**src/rtl/lma_pipe.sv**
```systemverilog
// ----------------------------------------------------------------------------
// lma_pipe
// stall-aware delay line that keeps side data aligned with the datapath
// ----------------------------------------------------------------------------
module lma_pipe #(
  parameter int W = 32,
  parameter int N = 1
) (
  input  logic         clk,
  input  logic         en,
  input  logic [W-1:0] din,
  output logic [W-1:0] dout
);
  logic [W-1:0] tap_r [N];

  always_ff @(posedge clk) begin
    if (en) begin
      tap_r[0] <= din;
      for (int i = 1; i < N; i++) begin
        tap_r[i] <= tap_r[i-1];
      end
    end
  end

  assign dout = tap_r[N-1];
endmodule

```
**config.mk**
```make
export PLATFORM = sky130hd
export DESIGN_NAME = lma_pipe
export DESIGN_NICKNAME = d
export VERILOG_FILES = /design/src/rtl/lma_pipe.sv
export SDC_FILE = /design/constraint.sdc
export NUM_CORES = 1
export LEC_CHECK = 0
export ABC_AREA = 1
export ABC_CLOCK_PERIOD_IN_PS = 800
export BUFFER_PORTS_ARGS = -buffer_cell sky130_fd_sc_hd__buf_4
export CAP_MARGIN = 20
export CORE_MARGIN = 2
export CORE_UTILIZATION = 39
export DETAILED_ROUTE_END_ITERATION = 10
export PLACE_DENSITY = 0.76
export SYNTH_ARGS = -nofsm -noshare
export SYNTH_HDL_FRONTEND = slang
export SYNTH_SLANG_ARGS = --single-unit
```
**constraint.sdc**
```tcl
create_clock -name clk -period 0.8 [get_ports clk]
set_input_delay 0 -clock clk [delete_from_list [all_inputs] [get_ports clk]]
set_output_delay 0 -clock clk [all_outputs]
set_load 0.05 [all_outputs]
```
[Yosys cells after proc, flatten, opt, wreduce, memory -nomap -nowiden]
Memory sizes are Yosys's and may differ from the RTL's.
Cells that the tools add are included.
Operators by class
  muxes and demuxes: 2
Operators with widths (number)
  $mux 1: 2
Word-level totals
  bits in registers: 0
  RAM bits: 32
  input port bits: 34
  memories kept: 1
  logic and storage cells: 3
  output and inout bits: 32
Memory list
  tap_r: words 1, bits a word 32, rd ports 1, clocked after Yosys merged registers in 0, wr ports 1, line 14  | logic [W-1:0] tap_r [N];

[Depth between registers and ports, before layout]
Gate-level depths: netlist (run 1).
  depth in word-level cells: 2
  mapped depth: 0
  gate-level depth less buffers: 0

[Least setup slack after synthesis (run 1)]
Ideal clock, no wire load.
  kind: reg-to-output
  from: memory tap_r[0][0]
  to: output dout[0]
  path slack: 0.199 ns
  data arrival time: 0.601 ns
  cell stages (with the launch flop): 1
  path through: edfxtp_1
Between the ends
  word-level cells in the longest chain between the ends: 1
RTL lines
  start: declaration: line 14
  $mem_v2 1x32
  end: declaration: line 12  | output logic [W-1:0] dout
No other way between the ends.

[Worst setup path after layout (run 1)]
  from: memory tap_r[0][9]
  to: output dout[9]
The elaborated chain is that of the path after synthesis.

==> impl_results.md, run 1 <==
- Via count: 730
- Pwr per Cell Area: 1930 nW/um2
- Hold Path Class: primary input to register
- Worst-Margin Slew: 0.141 ns
- Post-Synthesis Cells: 32
- Share of cells above drive strength 1: 0.529
- Final design utilization: 0.890
- Post-Syn Area: 961 um2
- Compound-Gate Fraction of Synth Area: 0
- Hold EP: tap_r[0][11]
- Max reg flops: 32
- Initial DRT Pass Iterations: 3
- Clock transition at the registers of the reported paths: 0.09 ns
- Area of the multi-input gates: 0 um2
- Area grow syn2layout: 111%
- MaxCap Viol Count: 0
- Biggest register: tap_r
- Initial core utilization: 0.422
- Final Cycle Share: 1.14
- Drt initial violations: 3
- CP Cell Sequence: buf_6
- RSZ-0062 raised after global routing: yes
- FF+latch count, synth: 32
- CORE AREA: 2280 um2
- Mux contribution to synthesized area: 0
- Nets: 173
- Setup_tns: -2.36 ns
- Crit path kind: register to primary output
- Slowest stage cell on the critical path: edfxtp_1
- # diodes: 0
- Critical path's top delay family: flip-flops
- Multi-input gate count: 0
- Cell Rows: 17
- ANT nets after route: 0
- Largest net degree at the start of global routing: 14
- Launching element type of the critical path: register
- Average wire per standard cell: 14.9 um
- Routed WL: 2500 um
- Pleak: 0.854 nW
- H-tree levels: 2
- Clk root buf: clkbuf_4
- Fmax achieved: 1100 MHz
- First-pass GRT wire length: 3730 um
- Worst vdd ir: 0.00148 V
- Hold Violations, Final: 4
- Die Height: 53.6 um
- Adder-Cell Fraction of Synth Area: 0
- Post-CTS setup buffers: 0
- Placer Congestion: 0.671
- IO Count: 66
- Failing checks: negative hold slack, negative setup slack
- WHS: -0.000947 ns
- Xor/xnor cell area share of the yosys netlist: 0
- CP max FO: 1
- Clock buffer depth: 2
- WP data arrival: 0.91 ns
- Port Buffers: 65
- Congestion Overflow GR: 0
- Type of destination of the critical path: primary output
- Final Max Tran Viols: 0
- Biggest regs: tap_r x32
- Final setup vio count: 32
- Max_slew headroom: 0.906
- Sequential area share after synthesis: 1.00
- Hold Crit Start: en
- Final total power: 3.90 mW
- Post-synthesis simple-gate area fraction: 0
- Syn_nets: 66
- Crit path time final: 0.913 ns
- Post-Syn Area per Cell: 30.0 um2
- WP data required: 0.80 ns
- TritonCTS clock tree: yes
- Drc violations: 0
- Crit path buf inv count: 1
- Vias in the first global route: 827
- Clock buffer count from CTS: 5
- Final WS setup: -0.113 ns
- Fillcell total: 91
- Worst Hold Depth: 1
- GRT Overall Usage: 0.201
- Antenna violations before repair: 0
- Number of vias per cell: 4.35
- Yosys warning count: 0
- CTS sink count: 32
- Yosys cell types: 1
- Outcome: finished with violations
- Max incr delay on CP: 0.42 ns
- Die X: 53.6 um
- DIE AREA: 2880 um2
## layer usage
| layer | part of all wire | global-route usage | vias to the layer above |
|---|---|---|---|
| met5 | 0 | 0 | - |
| met4 | 0.024 | 0.0812 | 0 |
| met3 | 0.094 | 0.0806 | 6 |
| met2 | 0.57 | 0.391 | 47 |
| met1 | 0.31 | 0.180 | 333 |
| li1 | - | - | 344 |
## through the flow
stage               cell area (um2)  cells  worst slack (ns)
CTS                            2020    167            -0.110
floorplan                       961     32             0.199
global placement               1520    127             0.180
detailed placement             1520    127             0.169
finish                         2030    168            -0.113
global route                   2030    168            -0.150
## report_power, final
part           switching, mW  total, mW  leakage [nW]  internal (mW)
Clock                  0.472      0.794        0.0324          0.322
Sequential            0.0669       2.06         0.313           1.99
Combinational          0.588       1.05         0.509          0.460
Total                   1.13       3.90         0.854           2.78
## synthesized netlist by cell type
cell | number | area, um2
edfxtp_1 | 32 | 961
## cell type report
cell class              count  area, um2  area share
repair buffers            100        978       0.483
flip-flops and latches     32        961       0.474
clock buffers               5       37.5      0.0185
well taps                  28       35.0      0.0173
clock inverters             3       13.8     0.00679
## placed cells by master, fill, tap and decap left out
cell type,netlist,routed
dlygate4sd3_1,0,33
edfxtp_1,32,32
clkinv_2,0,2
buf_4,0,33
buf_12,0,2
clkinv_1,0,1
buf_6,0,32
clkbuf_4,0,5
## kinds of logic after synthesis
kind of cell / count (synthesis)
DFF: 32
## worst max-delay path by stage
stage / start / end / slack [ns] / cells after the start
after floorplan: tap_r[0][0] / dout[0] / 0.20 / 0
after global placement: en / tap_r[0][14] / 0.18 / 2
after detailed placement: en / tap_r[0][14] / 0.17 / 2
after CTS: tap_r[0][4] / dout[4] / -0.11 / 1
after global routing: tap_r[0][30] / dout[30] / -0.15 / 1
final: tap_r[0][9] / dout[9] / -0.11 / 1
## timing repair
action,in CTS,in global routing
setup endpoints to repair,32,32
pin swaps,0,0
resized for setup,32,0
hold buffers,32,1
hold endpoints to repair,39,1
No activity file was read; power rests on OpenSTA's default activity.
==> inputs of run 2 (changes only) <==
- CORE_UTILIZATION: 39 -> 41
- CTS_BUF_LIST: not set -> sky130_fd_sc_hd__clkbuf_8
- GPL_ROUTABILITY_DRIVEN: not set -> 0
- PLACE_DENSITY: 0.76 -> 0.79
==> impl_results.md, run 2 (synthesized netlist as in run 1, its figures left out) <==
- ANT nets after route: 0 (unchanged)
- Critical path's top delay family: flip-flops
- Area of the multi-input gates: 0 um2 (unchanged)
- WP data arrival: 0.88 ns (-0.03 ns)
- Vias in the first global route: 800 (-3.3%)
- Max incr delay on CP: 0.43 ns (about the same)
- CTS sink count: 32 (unchanged)
- Port Buffers: 65 (unchanged)
- Crit path time final: 0.881 ns (-0.0325 ns)
- Final Max Tran Viols: 0 (unchanged)
- First-pass GRT wire length: 4200 um (+13%)
- Post-CTS setup buffers: 0 (unchanged)
- Crit path buf inv count: 1 (unchanged)
- Hold Path Class: primary input to register
- Most frequent cells in the layout: 33 x buf_4, 32 x dlygate4sd3_1, 32 x buf_6, 32 x edfxtp_1, 5 x clkbuf_8
- IO Count: 66 (unchanged)
- Clock buffer depth: 2 (unchanged)
- Net Sw Frac: 0.288 (-0.000849)
- DIE AREA: 2750 um2 (-4.5%)
- Crit path from: tap_r[0][13]
- Clock transition at the registers of the reported paths: 0.07 ns (-0.02 ns)
- WHS: 0.166 ns (+0.167 ns)
- Area grow syn2layout: 109%
- Via count: 715 (-2.1%)
- Final Cycle Share: 1.10 (-0.0406)
- Final setup vio count: 31 (-3.1%)
- Routed WL: 2990 um (+20%)
- Worst-Margin Slew: 0.378 ns (+0.237 ns)
- Final design utilization: 0.906 (+0.0161)
- Biggest regs: tap_r x32
- Final WS setup: -0.0806 ns (+0.0325 ns)
- Net Sw Power: 1.22 mW (+8.2%)
- TritonCTS clock tree: yes
- WP data required: 0.80 ns (about the same)
- Fmax achieved: 1140 MHz (+3.7%)
- Placed cell areas: 1480 um2 (-2.6%)
- Largest net degree at the start of global routing: 33 (+19)
- CORE AREA: 2210 um2 (-2.8%)
- Hold EP: tap_r[0][20]
- Clock Power Share: 0.267 (+0.064)
- Initial core utilization: 0.434 (+0.0122)
- Crit path kind: register to primary output
- GRT Overall Usage: 0.241 (+0.0399)
- Nets: 170 (-1.7%)
- Share of cells above drive strength 1: 0.511 (-0.0176)
- Antenna violations before repair: 0 (unchanged)
- CP Cell Sequence: buf_6
- Worst Hold Depth: 1 (unchanged)
- Biggest register: tap_r
- Commonest non-fill, non-tap cell in the layout: buf_4
- Hold Crit Start: en
- Drt initial violations: 11 (+8)
- Drc violations: 0 (unchanged)
- Average wire per standard cell: 18.1 um (+22%)
- Failing checks: negative setup slack
- Congestion Overflow GR: 0 (unchanged)
- Outcome: finished with violations
- MaxCap Viol Count: 0 (unchanged)
- Clock buffer count from CTS: 5 (unchanged)
- Pwr per Cell Area: 2110 nW/um2 (+9.6%)
- Hold Violations, Final: 0 (-4)
- Clk root buf: clkbuf_8
- Die Height: 52.4 um (-2.3%)
- Max_slew headroom: 0.748 (-0.158)
- Cell internal pwr: 3.01 mW (+8.6%)
- Worst vdd ir: 0.00224 V (+52%)
- Sequential share of power: 0.488 (-0.040)
- RSZ-0062 raised after global routing: yes
- Type of destination of the critical path: primary output
- Max reg flops: 32 (unchanged)
- # diodes: 0 (unchanged)
- Initial DRT Pass Iterations: 3 (unchanged)
- Pleak: 0.847 nW (-0.84%)
- Multi-input gate count: 0 (unchanged)
- Cell Rows: 17 (unchanged)
- Die X: 52.4 um (-2.3%)
- Slowest stage cell on the critical path: edfxtp_1
- Number of vias per cell: 4.33 (-0.27%)
- H-tree levels: 2 (unchanged)
- Launching element type of the critical path: register
- CP max FO: 1 (unchanged)
- Combinational power share: 0.246 (-0.023)
- Cell area after layout: 2000 um2 (-1.1%)
## run 2: changes by cell type in the layout (fill, tap and decap cells not counted), sizes merged
cell and delta:
dlygate4sd3 -1, buf -2, inv +2, clkinv -2
## run 2: per-layer routing
metal | global-route usage | part of all wire | wire length (um) | up-vias
li1 | - | - | - | 337
met1 | 0.256 | 0.34 | 1020 | 345
met2 | 0.446 | 0.59 | 1780 | 29
met3 | 0.0800 | 0.050 | 150 | 4
met4 | 0.0726 | 0.015 | 46 | 0
met5 | 0 | 0 | 0 | -
## run 2: cell type report
class                 count  area, um2
Tap cell                 28       35.0
Sequential cell          32        961
Timing Repair Buffer     97        928
Clock buffer              5       68.8
Fill cell                80        208
Clock inverter            3       11.3
## run 2: metrics by stage
step	power (mW)	setup slack (ns)	setup TNS, ns	instances
5_1_grt	4.35	-0.0954	-1.71	165
6_report	4.23	-0.0806	-0.890	165
3_3_place_gp	2.87	0.109	0	125
2_1_floorplan	2.53	0.199	0	32
3_5_place_dp	2.88	0.0999	0	125
4_1_cts	4.20	-0.0535	-1.01	165
## run 2: worst max-delay path by stage
| stage | end | slack, ns | depth (start not counted) |
|---|---|---|---|
| after floorplan | dout[0] | 0.20 | 0 |
| after global placement | tap_r[0][6] | 0.11 | 1 |
| after detailed placement | tap_r[0][29] | 0.1 | 1 |
| after CTS | dout[7] | -0.05 | 1 |
| after global routing | dout[11] | -0.1 | 1 |
| final | dout[13] | -0.08 | 1 |
## run 2: what timing repair did
action / CTS / global route
setup endpoints to repair: 32 / 32
gates resized for setup: 32 / 0
hold buffers: 32 / 0
endpoints found under the hold margin: 32 / 0
## run 2: power by group through the flow
stage	Sequential (mW)	Combinational (mW)	Clock (mW)
final	2.06	1.04	1.13
after CTS	2.06	1.02	1.12
after global placement	2.06	0.807	0
after detailed placement	2.06	0.815	0
after global routing	2.07	1.07	1.21
after floorplan	2.53	0	0
