$ cat config.mk
export PLATFORM = sky130hd
export DESIGN_NAME = lma_sqrt
export DESIGN_NICKNAME = d
export VERILOG_FILES = /design/src/rtl/lma_pkg.sv /design/src/rtl/lma_sqrt.sv
export SDC_FILE = /design/constraint.sdc
export NUM_CORES = 2
export LEC_CHECK = 0
export BUFFER_PORTS_ARGS = -buffer_cell sky130_fd_sc_hd__buf_2
export CORE_MARGIN = 8
export CORE_UTILIZATION = 45
export DETAILED_ROUTE_END_ITERATION = 7
export PLACE_DENSITY_LB_ADDON = 0.08
export SYNTH_ARGS = -nofsm -noshare
export SYNTH_HDL_FRONTEND = slang
export SYNTH_MEMORY_MAX_BITS = 65536
export SYNTH_SLANG_ARGS = --single-unit
$ cat constraint.sdc
create_clock -name clk -period 3.6 [get_ports clk]
set_clock_uncertainty 0.2 [all_clocks]
set_input_delay 0.36 -clock clk [delete_from_list [all_inputs] [get_ports clk]]
set_output_delay 0.36 -clock clk [all_outputs]
set_load 0.05 [all_outputs]
$ cat src/rtl/lma_pkg.sv
// ----------------------------------------------------------------------------
// lma_pkg
// shared types, constants and helpers for the langevin middle atom update
// ----------------------------------------------------------------------------
package lma_pkg;

  localparam int ATOMS_DEF = 4096;

  // pipeline schedule, in stages after the input register
  localparam int SQ_N    = 32;
  localparam int ST_AMP  = SQ_N + 2;
  localparam int ST_NPN  = ST_AMP + 4;
  localparam int ST_OLD  = ST_NPN + 1;
  localparam int ST_LAST = ST_OLD + 2;

  localparam logic [1:0] CMD_KICK  = 2'd0;
  localparam logic [1:0] CMD_DRIFT = 2'd1;
  localparam logic [1:0] CMD_CORR  = 2'd2;

  localparam logic [2:0] CFG_STEP_DT     = 3'd0;
  localparam logic [2:0] CFG_HALF_DT     = 3'd1;
  localparam logic [2:0] CFG_INV_DT      = 3'd2;
  localparam logic [2:0] CFG_VEL_SCALE   = 3'd3;
  localparam logic [2:0] CFG_NOISE_SCALE = 3'd4;
  localparam logic [2:0] CFG_THERMAL     = 3'd5;

  localparam logic [15:0] RST_STEP_DT     = 16'd131;
  localparam logic [15:0] RST_HALF_DT     = 16'd66;
  localparam logic [31:0] RST_INV_DT      = 32'd32768000;
  localparam logic [16:0] RST_VEL_SCALE   = 17'd65405;
  localparam logic [16:0] RST_NOISE_SCALE = 17'd4141;
  localparam logic [31:0] RST_THERMAL     = 32'd163457;

  typedef struct packed {
    logic [1:0]         command;
    logic [11:0]        atom_index;
    logic [31:0]        inv_mass;
    logic signed [31:0] vel_x;
    logic signed [31:0] vel_y;
    logic signed [31:0] vel_z;
    logic signed [31:0] vec_x;
    logic signed [31:0] vec_y;
    logic signed [31:0] vec_z;
    logic signed [15:0] noise_x;
    logic signed [15:0] noise_y;
    logic signed [15:0] noise_z;
  } in_t;

  typedef struct packed {
    logic signed [31:0] new_vel_x;
    logic signed [31:0] new_vel_y;
    logic signed [31:0] new_vel_z;
    logic signed [31:0] new_pos_x;
    logic signed [31:0] new_pos_y;
    logic signed [31:0] new_pos_z;
    logic               updated;
  } out_t;

  typedef struct packed {
    logic [1:0]  cmd;
    logic [11:0] idx;
    logic        in_range;
    logic        im_nz;
  } ctl_t;

  typedef struct packed {
    logic signed [31:0] kick;
    logic signed [31:0] nvn;
    logic signed [31:0] npn;
    logic signed [31:0] corr;
    logic signed [31:0] vel;
    logic signed [31:0] pos;
  } lane_res_t;

  function automatic logic signed [31:0] sat32(input logic signed [71:0] x);
    if (x > 72'sd2147483647) begin
      return 32'sh7fffffff;
    end else if (x < -72'sd2147483648) begin
      return 32'sh80000000;
    end
    return x[31:0];
  endfunction

endpackage

$ cat src/rtl/lma_sqrt.sv
// ----------------------------------------------------------------------------
// lma_sqrt
// pipelined integer square root, two radicand bits per stage
// ----------------------------------------------------------------------------
module lma_sqrt (
  input  logic        clk,
  input  logic        en,
  input  logic [63:0] rad,
  output logic [31:0] root
);
  import lma_pkg::*;

  logic [63:0] rad_r  [SQ_N];
  logic [35:0] rem_r  [SQ_N];
  logic [31:0] root_r [SQ_N];

  for (genvar s = 0; s < SQ_N; s++) begin : g_st
    logic [63:0] rad_in;
    logic [35:0] rem_in;
    logic [31:0] root_in;
    logic [35:0] rem4;
    logic [35:0] trial;

    if (s == 0) begin : g_first
      assign rad_in  = rad;
      assign rem_in  = '0;
      assign root_in = '0;
    end else begin : g_next
      assign rad_in  = rad_r[s-1];
      assign rem_in  = rem_r[s-1];
      assign root_in = root_r[s-1];
    end

    always_comb begin
      rem4  = {rem_in[33:0], rad_in[63:62]};
      trial = {2'b00, root_in, 2'b01};
    end

    always_ff @(posedge clk) begin
      if (en) begin
        rad_r[s] <= {rad_in[61:0], 2'b00};
        if (rem4 >= trial) begin
          rem_r[s]  <= rem4 - trial;
          root_r[s] <= {root_in[30:0], 1'b1};
        end else begin
          rem_r[s]  <= rem4;
          root_r[s] <= {root_in[30:0], 1'b0};
        end
      end
    end
  end

  assign root = root_r[SQ_N-1];
endmodule

; Word level (Yosys, flattened, before mapping)
; Memory sizes are Yosys's and may differ from the RTL's.
; Cells that the tools add are included.
; Widths: inputs -> output; s select.
[word_totals]
reg_bits = 0
ramBits = 4160
input_bits = 66
output_inout_bits = 32
elab_cells = 389
memories = 3
[op_classes]
add_sub_neg = 32
order_cmp = 32
mux = 258
n_bitwise = 64
[memory_table]
columns = memory, depth, word_bits, rd, rd_ports_with_merged_regs, wr, line_no
row1 = rad_r, 32, 62, 31, 0, 32, lma_sqrt.sv:13  ; logic [63:0] rad_r [SQ_N];
row2 = rem_r, 32, 36, 31, 0, 32, lma_sqrt.sv:14  ; logic [35:0] rem_r [SQ_N];
row3 = root_r, 32, 32, 32, 0, 32, lma_sqrt.sv:15  ; logic [31:0] root_r [SQ_N];
[ops]
columns = cell, count
row1 = $mux 36, 32
row2 = $ge 36x34->1, 31
row3 = $sub 36x34->36, 31
row4 = $mux 32, 32
row5 = $mux 1, 194
row6 = $or 1x1->1, 64
row7 = $sub 2x1->3 const B, 1
row8 = $ge 2x1->1 const B, 1

; Depth between registers and ports, before layout
; An unclocked memory read counts as a cell.
[depth]
ltp_word = 6
ltp_mapped = 15
ltp_nobuf = 12

; Least setup slack after synthesis
; Ideal clock, no wire load.
[synth_timing]
path_type = input to register
startpoint = input en
endpoint = memory rem_r[30][0] (netlist: rem_r[1][504]), enable pin
setup_ns = 0.446
arrival_ns = 3.170
required_time_ns = 2.954
setup_slack_ns = -0.216
cell_stages = 5
n_path_buf = 5
path_cell_list = clkbuf_1 > clkbuf_1 > clkbuf_1 > clkbuf_1 > clkbuf_1
[synth_lines]
columns = item, line_no
row1 = start: declaration, lma_sqrt.sv:7  ; input logic en,
row2 = end: declaration, lma_sqrt.sv:14

==> metrics.log <==
[metrics] outcome: finished, violations left
[metrics] violated checks: negative setup slack
[metrics] Clk Latency, worst-skew pair: a little under 0.9 ns
[metrics] power per standard cell area: 629 mW/mm^2
[metrics] total power consumption of the routed design: roughly 88 mW
[metrics] peak supply drop: between 0.5 and 0.6 mV
[metrics] length of the first detailed-routing pass in iterations: 7
[metrics] floorplan die height: about 530 microns
[metrics] num rows: ~190
[metrics] final core utilization: 0.536
[metrics] clock slew seen by the registers of the worst setup and hold paths: 0.06 ns
[metrics] fin crit period: 3.65 ns
[metrics] unrepaired setup endpoints after global routing: yes
[metrics] critical path data required time: 4.00 ns
[metrics] type of the tightest min-delay check: primary input to register
[metrics] met3 routing resource usage after global routing: 0.0214
[metrics] post-route fraction of the period consumed by the critical path: 1.01
[metrics] Syn Nets: 9779
[metrics] total clock sinks: 2523
[metrics] number of pins with negative max-slew slack in the final report: 0
[metrics] leakage power: 54.0 nW
[metrics] Setup crit start kind: register
[metrics] master cell of the clock root buffer: sky130_fd_sc_hd__clkbuf_16
[metrics] routed wire length per instance: ~18 microns
[metrics] die area: 0.278 sq mm
[metrics] leading cell type in the layout, fill and taps excluded: sky130_fd_sc_hd__edfxtp_1
[metrics] area of the core: between 0.2 and 0.3 sq mm
[metrics] via count: 72700
[metrics] number of enable-type register cells in the synthesized netlist: between 2000 and 3000
[metrics] Global Route Usage Sum: 0.177
[metrics] worst-path maximum fanout: 3
[metrics] number of maximum-capacitance constraint violations: 0
[metrics] final wirelength: 255000 microns
[metrics] proportion of layout cells with a drive suffix above 1: 0.156
[metrics] non-filler instance count after layout: around 14000
[metrics] number of antenna violations at the first check in global routing: 5
[metrics] cell with the largest stage delay on the worst path: sky130_fd_sc_hd__or4_4
[metrics] final-report hold violation count: 0
[metrics] estimated wirelength of the detail-placed design: 182000 microns
[metrics] HP Start: rad[5]
[metrics] crit-path most repeated cell: sky130_fd_sc_hd__or3_4
[metrics] Max Freq: between 200 and 300 MHz
[metrics] post-synthesis async set-or-reset flop share: 0
[metrics] r2r endpoint: rem_r[0][486]
[metrics] post-route ant nets: 0
[metrics] via count of the first global-routing pass: a little over 70000
[metrics] Max-slew headroom: 0.246
[metrics] # placed instances: around 13000
[metrics] clock buffer depth: 4
[metrics] met2 global-route usage: 0.312
[metrics] actual slew at the worst max-slew pin: roughly 1.1 ns
[metrics] cell area after placement: roughly 0.13 sq mm
[metrics] critical path arrival: 4.05 ns
[metrics] number of flip-flops and latches in the synthesized netlist: around 2500
[metrics] reg-to-reg setup timing slack: -0.05 ns
[metrics] Layout Area Growth over Synthesis: 18.9%
[metrics] Final Cell Area: 0.140 sq mm
[metrics] final setup violation count: 23
[metrics] Cell Area, Synth: approximately 0.12 sq mm
[metrics] largest net degree at the start of global routing: 172
[metrics] Syn. warnings: 0
[metrics] total number of nets in the final design: between 10000 and 15000
[metrics] unique cell type count in the Yosys netlist: 91
[metrics] most frequent cells in the layout: sky130_fd_sc_hd__edfxtp_1, sky130_fd_sc_hd__inv_1, sky130_fd_sc_hd__nand2_1
[metrics] CP Cell Sequence: or4_4, or3_4, or3_4, or3_4, a211o_4, buf_6, nor4_4, buf_4, or3_4, nor4_2, xor2_1
[metrics] area share of the largest cell type after synthesis: 0.643
[metrics] post-synthesis area per instance: roughly 13 sq um
[metrics] setup_tns: -0.385 ns
[metrics] initial cell density of the core: 0.451
[metrics] number of cells on the worst reg-to-reg path: 11
[metrics] fraction of the yosys area taken by sequential cells: 0.643
[metrics] busiest metal layer after global routing: met2
[metrics] Inserted Clock Buffers: about 280
[metrics] worst-case setup margin in the final layout: -0.0467 ns
[metrics] CTS tree: yes
[metrics] fraction of met1 tracks used by global routing: 0.230
[metrics] vias per cell: 5.23
[metrics] num ports: 98
[metrics] aggregate global routing overflow: 0
[metrics] post-synthesis cell count: 9150
[metrics] total number of H-tree levels: 5
[metrics] worst hold stages: 2
[metrics] number of I/O port buffers: 97
[metrics] Crit. End Element: register
[metrics] endpoint of the worst hold-timing path: rad_r[0][5]
[metrics] wire length of the first global-routing pass: around 400000 microns
[metrics] DRC marker count from the first detailed-route iteration: between 4000 and 5000
[metrics] DRC violation count after routing: 0
[metrics] post-synth top area cell: sky130_fd_sc_hd__edfxtp_1
[metrics] x dimension of the die: between 500 and 600 microns
[metrics] crit-path max cell delay: 0.55 ns
[metrics] Routability Congestion: ~0.88
[metrics] reg-to-reg startpoint: rem_r[0][453]
[metrics] top flip-flop cell by instance count after synthesis: sky130_fd_sc_hd__edfxtp_1
[metrics] largest cells by area after synthesis: sky130_fd_sc_hd__edfxtp_1, sky130_fd_sc_hd__ha_1, sky130_fd_sc_hd__xor2_1
[metrics] type of the worst setup path: register to register
==> logic make-up after synthesis <==
group                    count (synthesis)  share of synthesized area
buffers and inverters                  923                     0.0298
multiplexers                            64                    0.00599
adder cells (fa/ha/maj)                563                     0.0598
flip-flops                            2523                      0.643
AND/OR/NAND/NOR                       2408                      0.103
AO/OA/AOI/OAI                         1818                     0.0950
XOR/XNOR                               851                     0.0633
==> per-layer routing <==
layer / vias to the layer above / part of all wire
li1: 35800 / -
met1: 35200 / 0.44
met2: 1288 / 0.50
met3: 450 / 0.036
met4: 0 / 0.029
met5: - / 0
==> layout make-up <==
type | count | area [sq um]
multi-input cells | 5705 | 40200
flip-flops and latches | 2523 | 75800
repair buffers | 927 | 7770
clock buffers | 349 | 7610
fillers | 21900 | 121000
diodes | 4 | 10.0
inverters | 729 | 2740
clock inverters | 146 | 1540
well taps | 3515 | 4400
==> what timing repair did <==
action / CTS / global route
gates resized for setup: 83 / 320
hold buffers: 127 / 0
hold endpoints to repair: 158 / 0
buffers inserted: 16 / 50
setup endpoints to repair: 222 / 502
gates cloned: 2 / 8
pin swaps: 30 / 88
==> sequential cells by signal, indices dropped and copies added, names as in the netlist <==
| register | count |
|---|---|
| root_r | 528 |
| rad_r | 992 |
| rem_r | 1003 |
==> worst max path at each step <==
stage | endpoint | from | slack (ns) | cells past startpoint
floorplan | rem_r[0][375] | rem_r[0][345] | -0.08 | 12
global placement | rem_r[1][347] | root_r[1][256] | -0.49 | 13
detailed placement | rem_r[1][357] | rem_r[1][289] | -0.48 | 12
CTS | rem_r[0][497] | rem_r[0][456] | -0.08 | 9
global route | rem_r[0][484] | rem_r[0][453] | -0.18 | 12
finish | rem_r[0][486] | rem_r[0][453] | -0.05 | 11
==> through the flow <==
| stage | hold WS (ns) | setup slack (ns) |
|---|---|---|
| after floorplan | 0.200 | -0.0836 |
| after global placement | 0.200 | -0.493 |
| final | 0.0544 | -0.0467 |
| after global routing | 0.0280 | -0.179 |
| after detailed placement | 0.205 | -0.484 |
| after CTS | 0.00134 | -0.0824 |
==> worst max-delay path: cells and delay by family (launching register included) <==
kind                   cells  cell delay, ns
AND/OR/NAND/NOR            7            2.06
XOR/XNOR                   1            0.17
AO/OA/AOI/OAI              1            0.29
buffers and inverters      2            0.29
flip-flops                 1            0.38
==> where the power goes <==
part,switching (mW),internal [mW]
Combinational,10.8,8.85
Clock,11.5,17.0
Sequential,2.61,37.3
Total,24.9,63.1
==> cells in the mapped netlist (all sizes together), types with 21 or more instances <==
cell type / number
or4: 62
mux2: 52
nand2: 687
o21bai: 57
and2: 59
nand2b: 121
a21oi: 482
or3: 107
edfxtp: 2522
a31oi: 45
inv: 729
buf: 21
or2: 60
nor4: 119
nand4: 90
o31ai: 39
o21ai: 589
a211oi: 37
nor2b: 81
xor2: 435
and3: 50
nand3: 161
o211ai: 29
nor4b: 32
nor2: 455
xnor2: 416
ha: 563
clkbuf: 173
o21a: 88
a21o: 254
nand3b: 26
nor3: 236
Power figures use the tool's default switching activity.
