## src/rtl/lma_pkg.sv

```systemverilog
// ----------------------------------------------------------------------------
// lma_pkg
// shared types, constants and helpers for the langevin middle atom update
// ----------------------------------------------------------------------------
package lma_pkg;

  localparam int ATOMS_DEF = 4096;

  // pipeline schedule, in stages after the input register
  localparam int SQ_N    = 32;
  localparam int ST_AMP  = SQ_N + 2;
  localparam int ST_NPN  = ST_AMP + 4;
  localparam int ST_OLD  = ST_NPN + 1;
  localparam int ST_LAST = ST_OLD + 2;

  localparam logic [1:0] CMD_KICK  = 2'd0;
  localparam logic [1:0] CMD_DRIFT = 2'd1;
  localparam logic [1:0] CMD_CORR  = 2'd2;

  localparam logic [2:0] CFG_STEP_DT     = 3'd0;
  localparam logic [2:0] CFG_HALF_DT     = 3'd1;
  localparam logic [2:0] CFG_INV_DT      = 3'd2;
  localparam logic [2:0] CFG_VEL_SCALE   = 3'd3;
  localparam logic [2:0] CFG_NOISE_SCALE = 3'd4;
  localparam logic [2:0] CFG_THERMAL     = 3'd5;

  localparam logic [15:0] RST_STEP_DT     = 16'd131;
  localparam logic [15:0] RST_HALF_DT     = 16'd66;
  localparam logic [31:0] RST_INV_DT      = 32'd32768000;
  localparam logic [16:0] RST_VEL_SCALE   = 17'd65405;
  localparam logic [16:0] RST_NOISE_SCALE = 17'd4141;
  localparam logic [31:0] RST_THERMAL     = 32'd163457;

  typedef struct packed {
    logic [1:0]         command;
    logic [11:0]        atom_index;
    logic [31:0]        inv_mass;
    logic signed [31:0] vel_x;
    logic signed [31:0] vel_y;
    logic signed [31:0] vel_z;
    logic signed [31:0] vec_x;
    logic signed [31:0] vec_y;
    logic signed [31:0] vec_z;
    logic signed [15:0] noise_x;
    logic signed [15:0] noise_y;
    logic signed [15:0] noise_z;
  } in_t;

  typedef struct packed {
    logic signed [31:0] new_vel_x;
    logic signed [31:0] new_vel_y;
    logic signed [31:0] new_vel_z;
    logic signed [31:0] new_pos_x;
    logic signed [31:0] new_pos_y;
    logic signed [31:0] new_pos_z;
    logic               updated;
  } out_t;

  typedef struct packed {
    logic [1:0]  cmd;
    logic [11:0] idx;
    logic        in_range;
    logic        im_nz;
  } ctl_t;

  typedef struct packed {
    logic signed [31:0] kick;
    logic signed [31:0] nvn;
    logic signed [31:0] npn;
    logic signed [31:0] corr;
    logic signed [31:0] vel;
    logic signed [31:0] pos;
  } lane_res_t;

  function automatic logic signed [31:0] sat32(input logic signed [71:0] x);
    if (x > 72'sd2147483647) begin
      return 32'sh7fffffff;
    end else if (x < -72'sd2147483648) begin
      return 32'sh80000000;
    end
    return x[31:0];
  endfunction

endpackage

```

## src/rtl/lma_merge.sv

```systemverilog
// ----------------------------------------------------------------------------
// lma_merge
// picks each axis result by phase and registers the output transfer
// ----------------------------------------------------------------------------
module lma_merge (
  input  logic               clk,
  input  logic               rst_n,
  input  logic               en,
  input  logic               vld,
  input  lma_pkg::ctl_t      ctl,
  input  lma_pkg::lane_res_t res [3],
  output logic               out_valid,
  output lma_pkg::out_t      out_data
);
  import lma_pkg::*;

  logic signed [31:0] nv_c [3];
  logic signed [31:0] np_c [3];
  logic               upd_c;
  logic               out_valid_r;
  out_t               out_r;

  always_comb begin
    upd_c = 1'b0;
    for (int k = 0; k < 3; k++) begin
      nv_c[k] = res[k].vel;
      np_c[k] = '0;
      case (ctl.cmd)
        CMD_KICK: begin
          if (ctl.im_nz) nv_c[k] = res[k].kick;
        end
        CMD_DRIFT: begin
          np_c[k] = ctl.im_nz ? res[k].npn : res[k].pos;
          if (ctl.im_nz) nv_c[k] = res[k].nvn;
        end
        CMD_CORR: begin
          np_c[k] = res[k].pos;
          if (ctl.im_nz) nv_c[k] = res[k].corr;
        end
        default: ;
      endcase
    end
    case (ctl.cmd) inside
      CMD_KICK, CMD_DRIFT, CMD_CORR: upd_c = ctl.im_nz;
      default: upd_c = 1'b0;
    endcase
  end

  always_ff @(posedge clk) begin
    if (!rst_n) begin
      out_valid_r <= 1'b0;
    end else if (en) begin
      out_valid_r <= vld;
    end
  end

  always_ff @(posedge clk) begin
    if (en) begin
      out_r <= '{new_vel_x: nv_c[0], new_vel_y: nv_c[1], new_vel_z: nv_c[2],
                 new_pos_x: np_c[0], new_pos_y: np_c[1], new_pos_z: np_c[2],
                 updated: upd_c};
    end
  end

  assign out_valid = out_valid_r;
  assign out_data  = out_r;
endmodule

```

## config.mk

```make
export PLATFORM = sky130hd
export DESIGN_NAME = lma_merge
export DESIGN_NICKNAME = d
export VERILOG_FILES = /design/src/rtl/lma_pkg.sv /design/src/rtl/lma_merge.sv
export SDC_FILE = /design/constraint.sdc
export NUM_CORES = 1
export LEC_CHECK = 0
export BUFFER_PORTS_ARGS = -buffer_cell sky130_fd_sc_hd__buf_2
export CORE_AREA = 5 5 305 307
export DETAILED_ROUTE_END_ITERATION = 12
export DIE_AREA = 0 0 310 312
export GPL_TIMING_DRIVEN = 0
export HOLD_SLACK_MARGIN = 0.03
export PLACE_DENSITY = 0.3
export SYNTH_ARGS = -nofsm -noshare
export SYNTH_HDL_FRONTEND = slang
export SYNTH_SLANG_ARGS = --single-unit
```

## constraint.sdc

```tcl
create_clock -name clk -period 2.6 [get_ports clk]
set_input_delay 0.39 -clock clk [delete_from_list [all_inputs] [get_ports clk]]
set_output_delay 0.39 -clock clk [all_outputs]
set_load 0.02 [all_outputs]
```

-- Word level (Yosys, flattened, before mapping)
Cells that the tools add are included.
- bits in registers: 194
- input bits: 596
- output and inout bits: 194
- logic and storage cells: 30
- eq/ne operators: 2
- muxes and demuxes: 18
- reductions and logical operators: 2
- operators by type and width (kind ; number):
    32-bit two-way mux ; 12
    32-bit one-hot mux with 3 select lines ; 3
    32-bit one-hot mux with 2 select lines ; 3
    3-bit OR reduction ; 1
    2-bit by 1-bit equality test with 1-bit output (second input constant) ; 1
    2-bit equality test (second input constant) ; 1
    2-bit zero test ; 1

-- Longest topological paths before layout
Gate-level depths: netlist of the first run.
- word-level depth: 2
- gate-level depth with buffers: 9
- mapped depth without buffers: 5

-- Least setup slack after synthesis of the first run
Ideal clock, no wire load.
- path type: input-to-reg
- start: in ctl[14] (netlist name)
- end: reg out_r (netlist bit out_data[119]) (data pin)
- library setup time: 261 ps
- arrival time: 1606 ps
- data required time: 2339 ps
- slack: 734 ps
- stages on the path: 8
- buffers on the path: 3
- path through: inv_1 > ha_1 > buf_2 > nor2_1 > o21bai_1 > buf_2 > buf_2 > a221o_1
- RTL lines (item ; line ; RTL):
    start, declared ; lma_merge.sv:10 ; input lma_pkg::ctl_t ctl,
    end signal, assigned ; lma_merge.sv:59 ; out_r <= '{new_vel_x: nv_c[0], new_vel_y: nv_c[1], new_vel_z: nv_c[2],
    end, declared ; lma_merge.sv:21 ; out_t out_r;

==> results.json, run 1 <==
{
  "die_area_um2": 96700,
  "nets": 2398,
  "worstHoldEndpoint": "out_valid$_SDFFE_PN0P_",
  "layout_setup_ws_ps": 239,
  "r2r_slack_ps": 2000,
  "rsz0062_at_grt": "no",
  "pwr_density_cell_nw_per_um2": 534,
  "critical_path_class": "input port to flop",
  "met2_usage_pct": 25.4,
  "drive_gt1_share_pct": 47.1,
  "hp-start": "vld",
  "synth_seq_cells": 194,
  "cp_max_fo": 10,
  "grt_pass1_vias": 13300,
  "worstPathArrival_ps": 2710,
  "synth_cells": 1000,
  "root_buffer": "clkbuf_16",
  "slew_headroom_pct": 7.40,
  "yosysUniqueCellTypes": 25,
  "num-fill-cells": 10200,
  "cts_setup_buffers": 0,
  "io_buffers": 776,
  "ys_warn_count": 0,
  "clock_path_buffers": 2,
  "cp-end-kind": "flop",
  "status": "finished clean",
  "setup_viol": 0,
  "final_cell_mix": "buf_2, edfxtp_1, nor2_1",
  "htreeDepth": 4,
  "fp.dieH_um": 312,
  "r2r-end": "out_valid$_SDFFE_PN0P_",
  "totalWireLength_mm": 69.5,
  "clock_latency_ps": 490,
  "syn-num-nets": 1601,
  "via_per_inst": 4.01,
  "antenna_found_initial": 31,
  "vias": 12000,
  "synth_area_leader_cell": "edfxtp_1",
  "vdd_drop_max_mv": 0.481,
  "synth_top_cell_area_share_pct": 53.0,
  "io_pins": 790,
  "core_region_area_um2": 89700,
  "wl_per_cell_um": 23.2,
  "drv_slew": 0,
  "ant_nets": 0,
  "cts_buffers": 17,
  "row_count": 110,
  "hold_viol": 0,
  "grt_util_all_layers_pct": 13.6,
  "start_kind": "input port",
  "layout_commonest_cell": "buf_2",
  "grt-ovfl-total": 0,
  "power_uw": 9070,
  "drcViolationCount": 0,
  "pre_cts_ws_ps": -1160,
  "required_ps": 2950,
  "avgSynthCellArea_um2": 10.9,
  "met1_usage_pct": 14.4,
  "synth_area_um2": 10900,
  "grt_max_degree": 85,
  "synthTopCellsByArea": "edfxtp_1, a221o_1, a22o_1, a22oi_1, a21boi_0",
  "drtIter0Drc": 491,
  "whs_path_depth": 3,
  "ys_seq_area_share_pct": 53.2,
  "area_growth_syn_to_layout_pct": 55.4,
  "r2r-start": "out_valid$_SDFFE_PN0P_",
  "rr_worst_depth": 2,
  "start_util_pct": 12.2,
  "clkTransAtPathRegs_ps": 90,
  "grt_busiest_layer": "met2",
  "clkSinkCount": 194,
  "met3_usage_pct": 4.33,
  "die_w_um": 310,
  "worst_pin_slew_ps": 1390,
  "first_pass_iters": 5,
  "drv_cap": 0,
  "period_share_pct": 90.8,
  "post-dp-hpwl_mm": 57.4,
  "hp-class": "input port to flop",
  "leakage_uw": 0.00698,
  "min_period_ps": 2360,
  "gp_congestion": 0.834,
  "cts_tree": "built",
  "grt_pass1_wl_mm": 95.2,
  "max_clock_freq_ghz": 0.424,
  "skew_ps": 0
}
metrics by stage:
step                      instance area (µm²)  TNS [ps]  util [%]  hold slack, ps  cells
after CTS                               16900         0      18.9            78.6   2986
after global routing                    17000         0      18.9             131   2996
final                                   17000         0      18.9             159   3000
after global placement                  16300   -465670      18.1             501   2952
after detailed placement                16300    -65240      18.2             516   2954
after floorplan                         10900         0         -             502   1000
cell usage after synthesis (all sizes together):
cell and number:
buf 43, inv 3, a221o 96, o21ai 96
nor2b 2, and2b 1, nor2 98, a22oi 96
ha 5, and2 1, o2bb2ai 1, o21bai 1
dfxtp 1, mux2i 1, edfxtp 193, clkbuf 73
nand2 97, a22o 95, nand2b 1, a21boi 96
worst max path at each step:
stage	from	to	slack, ps	depth (start not counted)
floorplan	ctl[14]	out_data[119]$_DFFE_PP_	730	8
global placement	en	out_valid$_SDFFE_PN0P_	-2170	3
detailed placement	ctl[14]	out_data[156]$_DFFE_PP_	-1160	9
CTS	ctl[14]	out_data[153]$_DFFE_PP_	70	9
global route	ctl[14]	out_data[158]$_DFFE_PP_	40	9
finish	ctl[15]	out_data[153]$_DFFE_PP_	240	7
state kept, by name (all words and copies together), names as in the netlist:
name	cells
out_valid	1
out_data	193
cell families after synthesis:
group | Yosys count | synth area share, %
buf+inv | 119 | 4.99
flops | 194 | 53.2
fa+ha+maj | 5 | 0.572
simple gates | 200 | 6.99
mux | 1 | 0.0916
compound gates | 481 | 34.1
routing by layer:
metal / vias to the layer above / wire (µm)
li1: 5584 / -
met1: 5809 / 25900
met2: 538 / 35900
met3: 79 / 5550
met4: 16 / 2060
met5: - / 94
worst max-delay path: stages:
cell      delay (ps)
buf_2            120
inv_1             70
ha_1             130
buf_2            270
clkbuf_1         610
clkbuf_1         810
a221o_1          280
where the power goes:
part           switching, µW  internal, µW
registers               90.2          3790
clock network           1460          1350
logic                   1440           939
area by class of cell:
type,instances,area (µm²),area share [%]
well taps,1176,1470,8.66
plain buffers,115,542,3.19
inverters,3,11.3,0.0663
flip-flops and latches,194,5820,34.2
repair buffers,779,3960,23.3
multi-input cells,687,4580,27.0
clock inverters,15,146,0.862
clock buffers,17,425,2.50
diodes,14,35.0,0.206
repair_timing:
item                       in CTS  in global routing
gates resized for setup         5                  1
setup endpoints to repair      49                  3
hold buffers                    1                  0
hold endpoints to repair        1                  0
pin swaps                       0                  0
Power figures use the tool's default switching activity.
==> run 2, diff against run 1 <==
- CTS_BUF_LIST: not set -> sky130_fd_sc_hd__clkbuf_8
- CTS_CLUSTER_DIAMETER: not set -> 60
==> run 2 against run 1 <==
Net effect: design area is 0.97% lower; fmax decreased by 0.13%; clock power down 22%; core utilization is 0.18 points lower; final cell count grew 0.23%; worst setup slack got worse by 3.0 ps; non-clock buffer count increased by 3; clock skew is the same; clock-buffer cell count did not move; worst hold slack lost 33 ps; wire length increased by 0.20%; sequential power is essentially flat; highest routed layer unchanged.
==> results.json, run 2 (synthesis gave the netlist of run 1 again) <==
{
  "start_util_pct": 12.2,
  "pwr_density_cell_nw_per_um2": 502,
  "status": "finished clean",
  "area_growth_syn_to_layout_pct": 53.9,
  "via_per_inst": 4.00,
  "leakage_uw": 0.00691,
  "core_region_area_um2": 89700,
  "power_uw": 8440,
  "gp_congestion": 0.834,
  "fp.dieH_um": 312,
  "worstPathArrival_ps": 2790,
  "skew_ps": 0,
  "hp-class": "input port to flop",
  "tns_ps": 0,
  "setup_viol": 0,
  "drv_slew": 0,
  "io_buffers": 776,
  "largest_register_ffs": 193,
  "post-dp-hpwl_mm": 57.4,
  "period_share_pct": 90.9,
  "htreeDepth": 4,
  "grt_pass1_wl_mm": 95.3,
  "grt_max_degree": 85,
  "hold_viol": 0,
  "worst_pin_slew_ps": 1330,
  "grt_util_all_layers_pct": 13.7,
  "grt_pass1_vias": 13300,
  "drtIter0Drc": 478,
  "required_ps": 3030,
  "clock_latency_ps": 570,
  "start_kind": "input port",
  "io_pins": 790,
  "vdd_drop_max_mv": 0.355,
  "die_area_um2": 96700,
  "grt-ovfl-total": 0,
  "row_count": 110,
  "drcViolationCount": 0,
  "root_buffer": "clkbuf_8",
  "clkSinkCount": 194,
  "cts_setup_buffers": 0,
  "cp-end-kind": "flop",
  "nets": 2401,
  "slew_headroom_pct": 11.2,
  "cts_buffers": 17,
  "wl_per_cell_um": 23.2,
  "clkTransAtPathRegs_ps": 130,
  "clock_path_buffers": 2,
  "drive_gt1_share_pct": 47.0,
  "max_clock_freq_ghz": 0.423,
  "vias": 12000,
  "first_pass_iters": 5,
  "final_cell_mix": "buf_2, edfxtp_1, nor2_1",
  "layout_commonest_cell": "buf_2",
  "die_w_um": 310,
  "rsz0062_at_grt": "no",
  "drv_cap": 0,
  "cp_max_fo": 10,
  "min_period_ps": 2360,
  "ant_nets": 0,
  "cts_tree": "built",
  "antenna_found_initial": 33,
  "critical_path_class": "input port to flop",
  "totalWireLength_mm": 69.6
}
## run 2: area by class of cell
type                    count  area (µm²)
fillers                 10200       72900
flip-flops and latches    194        5820
multi-input cells         687        4570
repair buffers            782        3990
well taps                1176        1470
plain buffers             115         536
clock buffers              17         234
clock inverters            15         146
diodes                     18        45.0
inverters                   3        11.3
## run 2: metal layers
layer  part of all wire (%)  track usage, %  vias to the layer above
met1                     37            14.4                     5785
met5                   0.13               0                        -
met4                    3.0            4.63                       16
met2                     52            25.4                      561
li1                       -               -                     5594
met3                    8.5            4.50                       83
## run 2: what timing repair did
action,in CTS,in global routing
resized for setup,3,2
hold buffers,4,0
pin swaps,0,0
endpoints found under the setup margin,37,2
hold endpoints to repair,3,0
## run 2: final timing paths
path / start / slack, ps / depth (start not counted) / end
worst max-delay path: ctl[14] / 240 / 9 / out_data[158]$_DFFE_PP_
worst min-delay path: res[251] / 130 / 2 / out_data[156]$_DFFE_PP_
worst max register to register: out_valid$_SDFFE_PN0P_ / 1450 / 3 / out_valid$_SDFFE_PN0P_
worst min register to register: out_valid$_SDFFE_PN0P_ / 1070 / 3 / out_valid$_SDFFE_PN0P_
## run 2: through the flow
stage          cell area (µm²)  hold WS [ps]  util, %  setup slack [ps]  std cells
6_report                 16800           126     18.7               236       3007
5_1_grt                  16800          59.2     18.7              98.4       3001
4_1_cts                  16800          33.2     18.7              34.3       2989
3_5_place_dp             16300           516     18.2             -1160       2954
3_3_place_gp             16300           501     18.1             -2170       2952
2_1_floorplan            10900           502        -               734       1000
## run 2: critical path, stage by stage
cell and delay [ps]:
buf_2 120, inv_1 80, ha_1 340, buf_4 380, buf_2 470, clkbuf_2 480, a22oi_1 190, nor2_1 170
a221o_1 130
## run 2: where the power goes
group          internal, µW  leakage (µW)  switching [µW]
clock                   785      0.000193            1390
sequential             3790       0.00187            90.0
combinational           940       0.00485            1440
